## src/rtl/frg_pkg.sv

```systemverilog
`timescale 1ns / 1ps
// ----------------------------------------------------------------------------
// frg_pkg: shared types and constants of the fraction reducer
// Word layouts of the request and response channels, the control structs
// between the sequencer and the shared divider, and the magnitude helper.
// ----------------------------------------------------------------------------
package frg_pkg;

   localparam int DATA_WIDTH = 32;
   localparam int CNT_WIDTH  = $clog2(DATA_WIDTH);

   // largest positive value of a signed word, also the saturation limit
   localparam logic [DATA_WIDTH-1:0] HALF_MAX = {1'b0, {(DATA_WIDTH-1){1'b1}}};

   typedef struct packed {
      logic signed [DATA_WIDTH-1:0] numerator_in;
      logic signed [DATA_WIDTH-1:0] denominator_in;
   } req_type;

   typedef struct packed {
      logic signed [DATA_WIDTH-1:0] numerator_out;
      logic [DATA_WIDTH-2:0]        denominator_out;
      logic                         zero_denominator;
   } rsp_type;

   // operands handed to the divider with a start pulse
   typedef struct packed {
      logic                  start;
      logic [DATA_WIDTH-1:0] dividend;
      logic [DATA_WIDTH-1:0] divisor;
   } div_req_type;

   // quotient and remainder, valid while done is high
   typedef struct packed {
      logic                  done;
      logic [DATA_WIDTH-1:0] quotient;
      logic [DATA_WIDTH-1:0] remainder;
   } div_rsp_type;

   // unsigned magnitude of a two's complement word; the most negative
   // value maps to 2^(DATA_WIDTH-1) exactly
   function automatic logic [DATA_WIDTH-1:0] magnitude(input logic [DATA_WIDTH-1:0] v);
      magnitude = v[DATA_WIDTH-1] ? (~v + {{(DATA_WIDTH-1){1'b0}}, 1'b1}) : v;
   endfunction

endpackage

```

## src/rtl/frg_divider.sv

```systemverilog
`timescale 1ns / 1ps
// ----------------------------------------------------------------------------
// frg_divider: restoring unsigned divider, one quotient bit per cycle
// Latches dividend and divisor on start, runs DATA_WIDTH steps and pulses
// done for one cycle with quotient and remainder. Divisor must be nonzero.
// ----------------------------------------------------------------------------
module frg_divider (
   input  logic                 clock,
   input  logic                 reset,
   input  frg_pkg::div_req_type div_req,
   output frg_pkg::div_rsp_type div_rsp
);

   logic                            busy_ff, busy_in;
   logic                            done_ff, done_in;
   logic [frg_pkg::CNT_WIDTH-1:0]   cnt_ff, cnt_in;
   logic [frg_pkg::DATA_WIDTH-1:0]  rem_ff, rem_in;
   logic [frg_pkg::DATA_WIDTH-1:0]  quo_ff, quo_in;
   logic [frg_pkg::DATA_WIDTH-1:0]  dvs_ff, dvs_in;
   logic [frg_pkg::DATA_WIDTH:0]    shifted;
   logic [frg_pkg::DATA_WIDTH:0]    diff;

   // trial subtract of the divisor from the shifted partial remainder
   assign shifted = {rem_ff, quo_ff[frg_pkg::DATA_WIDTH-1]};
   assign diff    = shifted - {1'b0, dvs_ff};

   always_comb begin
      busy_in = busy_ff;
      done_in = 1'b0;
      cnt_in  = cnt_ff;
      rem_in  = rem_ff;
      quo_in  = quo_ff;
      dvs_in  = dvs_ff;
      if (busy_ff) begin
         // keep the difference when it did not borrow
         if (!diff[frg_pkg::DATA_WIDTH]) begin
            rem_in = diff[frg_pkg::DATA_WIDTH-1:0];
            quo_in = {quo_ff[frg_pkg::DATA_WIDTH-2:0], 1'b1};
         end else begin
            rem_in = shifted[frg_pkg::DATA_WIDTH-1:0];
            quo_in = {quo_ff[frg_pkg::DATA_WIDTH-2:0], 1'b0};
         end
         cnt_in = cnt_ff + 1'b1;
         if (cnt_ff == frg_pkg::CNT_WIDTH'(frg_pkg::DATA_WIDTH - 1)) begin
            busy_in = 1'b0;
            done_in = 1'b1;
         end
      end else if (div_req.start) begin
         // load operands, dividend shifts out of the quotient register
         busy_in = 1'b1;
         cnt_in  = '0;
         rem_in  = '0;
         quo_in  = div_req.dividend;
         dvs_in  = div_req.divisor;
      end
   end

   always_ff @(posedge clock) begin
      if (reset) begin
         busy_ff <= 1'b0;
         done_ff <= 1'b0;
         cnt_ff  <= '0;
      end else begin
         busy_ff <= busy_in;
         done_ff <= done_in;
         cnt_ff  <= cnt_in;
      end
      rem_ff <= rem_in;
      quo_ff <= quo_in;
      dvs_ff <= dvs_in;
   end

   assign div_rsp.done      = done_ff;
   assign div_rsp.quotient  = quo_ff;
   assign div_rsp.remainder = rem_ff;

endmodule

```

## src/rtl/fraction_reduce_gcd.sv

```systemverilog
`timescale 1ns / 1ps
// ----------------------------------------------------------------------------
// fraction_reduce_gcd: reduce a signed fraction to lowest terms
// Euclid's remainder algorithm on the magnitudes, then both parts divided by
// the common divisor, sign moved to the numerator.
// ----------------------------------------------------------------------------
// A request word is taken when start is high and busy is low. Every request
// gives exactly one response word, shown on rsp_data for a single cycle while
// rsp_strobe is high; the receiver cannot stall it and must take it then.
// All divisions run on one shared restoring divider at one quotient bit per
// cycle. A request runs its Euclid remainder steps, at most 45 for 32-bit
// magnitudes and often far fewer, then the numerator and the denominator
// divisions, and then raises rsp_strobe; busy is already low during that
// response cycle, so the next request can be taken in that same cycle. A zero
// denominator is answered in the cycle after the request is taken, with 0/1
// and the error flag set.
// Positive results of magnitude 2^(DATA_WIDTH-1) saturate to the largest
// positive value.
// ----------------------------------------------------------------------------
module fraction_reduce_gcd (
   input  logic             clock,
   input  logic             reset,
   input  logic             start,
   output logic             busy,
   input  frg_pkg::req_type req_data,
   output logic             rsp_strobe,
   output frg_pkg::rsp_type rsp_data
);

   localparam logic [2:0] ST_IDLE = 3'd0;
   localparam logic [2:0] ST_GCD  = 3'd1;
   localparam logic [2:0] ST_NUM  = 3'd2;
   localparam logic [2:0] ST_DEN  = 3'd3;

   logic [2:0]                     state_ff, state_in;
   logic [frg_pkg::DATA_WIDTH-1:0] x_ff, x_in;
   logic [frg_pkg::DATA_WIDTH-1:0] y_ff, y_in;
   logic [frg_pkg::DATA_WIDTH-1:0] nmag_ff, nmag_in;
   logic [frg_pkg::DATA_WIDTH-1:0] dmag_ff, dmag_in;
   logic [frg_pkg::DATA_WIDTH-1:0] nq_ff, nq_in;
   logic                           sdiff_ff, sdiff_in;
   logic                           strobe_ff, strobe_in;
   frg_pkg::rsp_type               rsp_ff, rsp_in;
   frg_pkg::div_req_type           div_req;
   frg_pkg::div_rsp_type           div_rsp;
   logic [frg_pkg::DATA_WIDTH-1:0] req_nmag;
   logic [frg_pkg::DATA_WIDTH-1:0] req_dmag;
   logic [frg_pkg::DATA_WIDTH-1:0] dq;
   logic                           rneg;

   frg_divider u_divider (
      .clock   (clock),
      .reset   (reset),
      .div_req (div_req),
      .div_rsp (div_rsp)
   );

   assign req_nmag = frg_pkg::magnitude(req_data.numerator_in);
   assign req_dmag = frg_pkg::magnitude(req_data.denominator_in);
   assign dq       = div_rsp.quotient;
   assign rneg     = (nq_ff != '0) && sdiff_ff;

   // sequencer: Euclid steps, then numerator and denominator divisions
   always_comb begin
      state_in         = state_ff;
      x_in             = x_ff;
      y_in             = y_ff;
      nmag_in          = nmag_ff;
      dmag_in          = dmag_ff;
      nq_in            = nq_ff;
      sdiff_in         = sdiff_ff;
      strobe_in        = 1'b0;
      rsp_in           = rsp_ff;
      div_req.start    = 1'b0;
      div_req.dividend = x_ff;
      div_req.divisor  = y_ff;
      case (state_ff)
         ST_IDLE: begin
            if (start) begin
               sdiff_in = req_data.numerator_in[frg_pkg::DATA_WIDTH-1]
                        ^ req_data.denominator_in[frg_pkg::DATA_WIDTH-1];
               if (req_dmag == '0) begin
                  // answer 0/1 with the error flag, without starting the divider
                  strobe_in               = 1'b1;
                  rsp_in.numerator_out    = '0;
                  rsp_in.denominator_out  = (frg_pkg::DATA_WIDTH-1)'(1);
                  rsp_in.zero_denominator = 1'b1;
               end else begin
                  nmag_in          = req_nmag;
                  dmag_in          = req_dmag;
                  x_in             = req_nmag;
                  y_in             = req_dmag;
                  div_req.start    = 1'b1;
                  div_req.dividend = req_nmag;
                  div_req.divisor  = req_dmag;
                  state_in         = ST_GCD;
               end
            end
         end
         ST_GCD: begin
            if (div_rsp.done) begin
               x_in = y_ff;
               y_in = div_rsp.remainder;
               div_req.start = 1'b1;
               if (div_rsp.remainder == '0) begin
                  // divisor found in y: divide the numerator by it
                  div_req.dividend = nmag_ff;
                  div_req.divisor  = y_ff;
                  state_in         = ST_NUM;
               end else begin
                  div_req.dividend = y_ff;
                  div_req.divisor  = div_rsp.remainder;
               end
            end
         end
         ST_NUM: begin
            if (div_rsp.done) begin
               nq_in            = div_rsp.quotient;
               div_req.start    = 1'b1;
               div_req.dividend = dmag_ff;
               div_req.divisor  = x_ff;
               state_in         = ST_DEN;
            end
         end
         ST_DEN: begin
            if (div_rsp.done) begin
               // apply sign and saturate both parts
               strobe_in               = 1'b1;
               rsp_in.zero_denominator = 1'b0;
               if (rneg) begin
                  rsp_in.numerator_out = ~nq_ff + {{(frg_pkg::DATA_WIDTH-1){1'b0}}, 1'b1};
               end else if (nq_ff > frg_pkg::HALF_MAX) begin
                  rsp_in.numerator_out = frg_pkg::HALF_MAX;
               end else begin
                  rsp_in.numerator_out = nq_ff;
               end
               if (dq > frg_pkg::HALF_MAX) begin
                  rsp_in.denominator_out = frg_pkg::HALF_MAX[frg_pkg::DATA_WIDTH-2:0];
               end else begin
                  rsp_in.denominator_out = dq[frg_pkg::DATA_WIDTH-2:0];
               end
               state_in = ST_IDLE;
            end
         end
         default: begin
            state_in = ST_IDLE;
         end
      endcase
   end

   always_ff @(posedge clock) begin
      if (reset) begin
         state_ff  <= ST_IDLE;
         strobe_ff <= 1'b0;
      end else begin
         state_ff  <= state_in;
         strobe_ff <= strobe_in;
      end
      x_ff     <= x_in;
      y_ff     <= y_in;
      nmag_ff  <= nmag_in;
      dmag_ff  <= dmag_in;
      nq_ff    <= nq_in;
      sdiff_ff <= sdiff_in;
      rsp_ff   <= rsp_in;
   end

   assign busy       = (state_ff != ST_IDLE);
   assign rsp_strobe = strobe_ff;
   assign rsp_data   = rsp_ff;

endmodule

```

## config.mk

```make
export PLATFORM = sky130hd
export DESIGN_NAME = fraction_reduce_gcd
export DESIGN_NICKNAME = d
export VERILOG_FILES = /design/src/rtl/frg_pkg.sv /design/src/rtl/frg_divider.sv /design/src/rtl/fraction_reduce_gcd.sv
export SDC_FILE = /design/constraint.sdc
export NUM_CORES = 1
export LEC_CHECK = 0
export ABC_AREA = 0
export BUFFER_PORTS_ARGS = -buffer_cell sky130_fd_sc_hd__buf_2
export CAP_MARGIN = 20
export CORE_UTILIZATION = 40
export DETAILED_ROUTE_END_ITERATION = 12
export HOLD_SLACK_MARGIN = 0.08
export PLACE_DENSITY = 0.66
export SYNTH_ARGS = -nofsm -noshare
export SYNTH_HDL_FRONTEND = slang
export SYNTH_SLANG_ARGS = --single-unit
```

## constraint.sdc

```tcl
create_clock -name clock -period 9.2 [get_ports clock]
set_clock_uncertainty 0.05 [all_clocks]
set_input_delay 0.46 -clock clock [delete_from_list [all_inputs] [get_ports clock]]
set_output_delay 0.46 -clock clock [all_outputs]
set_load 0.01 [all_outputs]
```

* Word-level counts from Yosys, hierarchy flattened
Index checks and enable logic that the tools add are counted.
Operators by class: equal/unequal tests 11, bitwise logic cells 6, multiply operators 0, mux-type cells 46, add/subtract/negate cells 5, magnitude comparators 2, shifts and indexed selects 0, div/mod/pow operators 0, reductions and logical operators 17
Operator list (number):
- 32-bit two-way mux | 15
- 65-bit two-way mux | 4
- 64-bit two-way mux | 4
- 65-bit case mux with 3 select lines | 1
- 32-bit case mux with 2 select lines | 2
- 64-bit case mux with 2 select lines | 1
- 32-bit by 1-bit adder with 32-bit output, second input constant | 3
- 32-bit NOT | 3
- 32-bit by 31-bit > comparator with 1-bit output, second input constant | 2
- 32-bit zero test | 2
- 33-bit by 32-bit subtractor with 33-bit output | 1
- 32-bit nonzero test | 1
- 31-bit two-way mux | 1
- 3-bit two-way mux | 6
- 3-bit case mux with 4 select lines | 1
- 5-bit two-way mux | 2
- 1-bit two-way mux | 8
- 2-bit != test, second input constant | 4
- 4-bit AND reduction | 2
- 3-bit by 2-bit == test with 1-bit output, second input constant | 2
- 2-bit by 1-bit != test with 1-bit output, second input constant | 3
- 2-bit AND reduction | 3
- 6-bit AND reduction | 1
- 2-bit nonzero test | 3
- 11 further kinds | 12
Storage, ports and cells: memories 0, ROM bits 0, word-level logic and storage cells 104, bits in latches 0, output and inout port bits 66, bits in registers 332, memory bits (writable) 0, input port bits 67

* Logic depth before layout (Yosys ltp)
depth in word-level cells 9, depth in mapped cells 16

* Hierarchy
A second synthesis with hierarchy kept.
Unflattened totals: cell total of the unflattened synthesis 2182, area, all modules 21767.1 sq um
By module, submodules not included:
- fraction_reduce_gcd | instances 1, cells an instance 1646, area each 15693.8 sq um, seq. area each 6816.5 sq um
- frg_divider | instances 1, cells an instance 536, area each 6073.3 sq um, seq. area each 3022.9 sq um

* Worst setup path after synthesis
Ideal clock, no wire load.
path kind in2reg, start input port req_data[2] (netlist bit), end register rsp_ff, in the netlist rsp_data[0], enable pin, arrival time 5.966 ns, stages on the path 12, slack 2.677 ns, path buffers 4, path through buf_6 -> nor4_4 -> nand4_2 -> buf_2 -> nor4_1 -> mux2i_1 -> o21ai_0 -> o22ai_1 -> buf_2 -> buf_1 -> nand3_1 -> a21oi_1
On the way: cells in the longest elaborated chain, start to end 6
Ends and longest elaborated chain:
- start: declaration | line fraction_reduce_gcd.sv:25 | input frg_pkg::req_type req_data,
- 32-bit NOT | line frg_pkg.sv:43 | magnitude = v[DATA_WIDTH-1] ? (~v + {{(DATA_WIDTH-1){1'b0}}, 1'b1}) : v;
- 32-bit by 1-bit adder with 32-bit output | line frg_pkg.sv:43
- 32-bit two-way mux (*) | line frg_pkg.sv:43
- 32-bit zero test (*) | line fraction_reduce_gcd.sv:82 | if (req_dmag == '0) begin
- 2-bit != test (no source line) (*)
- 4-bit AND reduction (no source line) (*)
- end signal: assignment | line fraction_reduce_gcd.sv:165 | rsp_ff <= rsp_in;
- end: declaration | line fraction_reduce_gcd.sv:43 | frg_pkg::rsp_type rsp_ff, rsp_in;
Mark *: on every way between the ends. The rest lies on a longest branch, timed or not. A chain may end at the register's enable or synchronous reset.

* Worst setup path after layout
start input port req_data[2] (netlist bit), end register u_divider.rem_ff[26] (netlist bit), enable pin
On the way: cells in the longest elaborated chain, start to end 8
Ends and longest elaborated chain:
- 32-bit NOT | line frg_pkg.sv:43
- 32-bit by 1-bit adder with 32-bit output | line frg_pkg.sv:43
- 32-bit two-way mux (*) | line frg_pkg.sv:43
- 32-bit zero test (*) | line fraction_reduce_gcd.sv:82
- 65-bit two-way mux (*) | line fraction_reduce_gcd.sv:82
- 65-bit two-way mux (*) | line fraction_reduce_gcd.sv:79 | if (start) begin
- 65-bit case mux with 3 select lines (*) | line fraction_reduce_gcd.sv:77 | case (state_ff)
- 2-bit nonzero test (no source line) (*)
- end signal: assignment | line frg_divider.sv:68 | rem_ff <= rem_in;
- end: declaration | line frg_divider.sv:17 | logic [frg_pkg::DATA_WIDTH-1:0] rem_ff, rem_in;
Marked as above.

==> results.json <==
{
  "totalWireLength_um": 59600,
  "groute.usage.overall": 0.235,
  "netlist_area_um2": 19700,
  "pin_count_of_the_biggest_net_entering_global_routing": 70,
  "syn-num-nets": 1956,
  "synth_area_per_cell_um2": 10.7,
  "startpoint_class": "primary input",
  "dpl.cell_count": 2547,
  "final.fill_count": 4613,
  "drc": 0,
  "setup_viol": 0,
  "final.period_utilization": 0.562,
  "dieWidth_um": 224,
  "number_of_vias_after_detailed_routing": 15800,
  "largest_family_of_logic_cells_by_synthesized_area": "compound AO/OA/AOI/OAI gates",
  "dieHeight_um": 224,
  "drt-wirelength-per-cell_um": 22.8,
  "drt_first_pass_iters": 6,
  "grt_first_pass_wirelength_um": 90700,
  "cts_post_setup_buffers_inserted": 0,
  "design_area_um2": 22200,
  "place.detailed.hpwl_um": 41500,
  "max_freq_ghz": 0.193,
  "synth-edff-count": 321,
  "layout_common_cells": "sky130_fd_sc_hd__edfxtp_1 (321), sky130_fd_sc_hd__nand2_1 (164), sky130_fd_sc_hd__nor2_1 (154)",
  "final-hold-violation-count": 0,
  "power_leakage_nw": 8.12,
  "placedInstanceArea_um2": 21000,
  "yosys_most_used_dff": "sky130_fd_sc_hd__edfxtp_1",
  "floorplan.core_area_um2": 48800,
  "synth-compound-area-share": 0.178,
  "synth_adder_area_share": 0.0270,
  "synthCells": 1847,
  "max-cap-violations": 0,
  "routed_via_density": 6.05,
  "slew_violations": 0,
  "clockRootBuffer": "sky130_fd_sc_hd__clkbuf_16",
  "start_util": 0.404,
  "yosysWarningCount": 0,
  "cts_repair_resize_count": 0,
  "crit_path_max_fanout": 33,
  "worstHoldPathType": "primary input to flip-flop",
  "htree_num_levels": 2,
  "area.growth.synth_to_final_pct": 12.4,
  "layout.cells.most_common": "sky130_fd_sc_hd__edfxtp_1",
  "final_cells": 2617,
  "worst_pin_slew_ns": 1.20,
  "setup.worst_path.end_class": "flip-flop",
  "ys_async_sr_fraction": 0,
  "detailedPlace.worstSlack_ns": 2.78,
  "antenna_violating_nets_post_route": 0,
  "cts_num_sinks": 331,
  "timing_worst_setup_path_type": "primary input to flip-flop",
  "outcome": "complete, no violations",
  "worst_ep_arrival_time_ns": 5.30,
  "drive_above_1_share": 0.178,
  "io_buffers": 132,
  "gp_congestion": 0.928,
  "synth-simple-area-share": 0.128,
  "vdd_ir_drop_max_mv": 0.203,
  "flip_flop_and_latch_count_after_synthesis": 331,
  "period_minus_slack_ns": 5.17,
  "sum_of_negative_setup_slack_ns": 0,
  "overflow": 0,
  "synth.mux.area_fraction": 0.0839,
  "crit_required_ns": 9.33,
  "yosysSeqAreaShare": 0.498,
  "post-route-worst-setup-slack_ns": 4.03,
  "cts.hold.buffers_added": 0,
  "clock_latency_ns": 0.55,
  "grt_setup_unrepaired": "no",
  "numCtsBuffers": 39,
  "first_global_vias": 14700,
  "die-area_um2": 50200,
  "synth-xor-area-share": 0.0408,
  "antenna_found_initial": 1,
  "timing.slew.headroom": 0.192,
  "cts.reportedPaths.clkPinSlew_ns": 0.06,
  "first_iter_violations": 1933,
  "ys_types": 86,
  "powerDensity_nw_per_um2": 352,
  "layout.nets": 2035,
  "io_pins": 133,
  "rows": 81,
  "cts_tree": "built",
  "cts.path.max_buffers": 3
}
[critical path, cell delays in order]
cell and delay, ns:
sky130_fd_sc_hd__buf_2 0.15, sky130_fd_sc_hd__nor4_4 0.41, sky130_fd_sc_hd__nand2_1 0.39, sky130_fd_sc_hd__nor3_1 0.31, sky130_fd_sc_hd__or4b_4 0.53, sky130_fd_sc_hd__nor3b_1 0.16, sky130_fd_sc_hd__and4_4 0.33, sky130_fd_sc_hd__a31oi_4 0.79
sky130_fd_sc_hd__and2_1 0.40, sky130_fd_sc_hd__or3_2 0.72, sky130_fd_sc_hd__buf_4 0.57
[stage by stage]
step	utilization	hold WS (ns)	power, mW
finish	0.454	0.152	7.80
global route	0.454	0.142	8.22
CTS	0.454	0.123	7.75
detailed placement	0.429	0.429	6.24
global placement	0.429	0.407	6.18
floorplan	-	0.374	5.17
[cells in the mapped netlist (24+ instances only)]
cell	n	share of area
sky130_fd_sc_hd__a21o_1	29	0.011
sky130_fd_sc_hd__a21oi_1	66	0.017
sky130_fd_sc_hd__a221o_1	24	0.012
sky130_fd_sc_hd__a221oi_1	36	0.016
sky130_fd_sc_hd__a311oi_1	29	0.013
sky130_fd_sc_hd__clkbuf_1	93	0.018
sky130_fd_sc_hd__edfxtp_1	321	0.49
sky130_fd_sc_hd__ha_1	41	0.026
sky130_fd_sc_hd__inv_1	90	0.017
sky130_fd_sc_hd__mux2_2	82	0.047
sky130_fd_sc_hd__mux2i_1	72	0.037
sky130_fd_sc_hd__nand2_1	164	0.031
sky130_fd_sc_hd__nand3_1	41	0.010
sky130_fd_sc_hd__nor2_1	157	0.030
sky130_fd_sc_hd__nor3_1	34	0.0086
sky130_fd_sc_hd__o21ai_0	111	0.028
sky130_fd_sc_hd__or3_1	24	0.0076
sky130_fd_sc_hd__xnor2_1	60	0.027
sky130_fd_sc_hd__xor2_1	32	0.014
[sequential cells by signal, summed over array words and instances (netlist names), 2 cells and up]
name	count
u_divider.cnt_ff	5
rsp_data	64
y_ff	32
u_divider.dvs_ff	32
nmag_ff	32
nq_ff	32
u_divider.quo_ff	32
u_divider.rem_ff	32
x_ff	32
state_ff	2
dmag_ff	32
[cell families after synthesis]
kind of cell | after synthesis
and+or+nand+nor | 532
AOI/OAI and AO/OA | 482
DFF | 331
buffers and inverters | 213
muxes | 155
xor gates and xnor gates | 92
adders and majority gates | 42
[metal layers]
| metal | part of all wire | vias to the layer above | global-route usage |
|---|---|---|---|
| met2 | 0.43 | 823 | 0.344 |
| met5 | 0 | - | 0 |
| li1 | - | 7232 | - |
| met4 | 0.027 | 0 | 0.0749 |
| met3 | 0.11 | 87 | 0.0575 |
| met1 | 0.44 | 7689 | 0.340 |
[power breakdown]
part / leakage [nW] / switching, mW / internal (mW) / total, mW
clock: 0.601 / 0.609 / 0.889 / 1.50
combinational: 4.35 / 2.00 / 1.24 / 3.24
sequential: 3.17 / 0.525 / 2.54 / 3.07
[worst paths after layout]
kind,slack [ns],from,endpoint,cells after the start
min reg2reg,0.44,u_divider.quo_ff[19]$_DFFE_PP_,nq_ff[19]$_DFFE_PP_,0
max,4.03,req_data[2],u_divider.rem_ff[26]$_SDFFCE_PN0P_,11
max reg2reg,4.19,u_divider.quo_ff[31]$_DFFE_PP_,u_divider.rem_ff[30]$_SDFFCE_PN0P_,13
min,0.15,req_data[32],nmag_ff[0]$_DFFE_PP_,1
[area by class of cell]
| class | instances | area (um2) | share of cell area |
|---|---|---|---|
| Inverter | 91 | 342 | 0.0154 |
| Tap cell | 664 | 831 | 0.0374 |
| Multi-Input combinational cell | 1303 | 9080 | 0.409 |
| Clock buffer | 53 | 1100 | 0.0496 |
| Sequential cell | 331 | 9840 | 0.443 |
| Clock inverter | 14 | 114 | 0.00513 |
| Timing Repair Buffer | 160 | 878 | 0.0396 |
| Antenna cell | 1 | 2.50 | 0.000113 |
No activity file was read; power rests on OpenSTA's default activity.
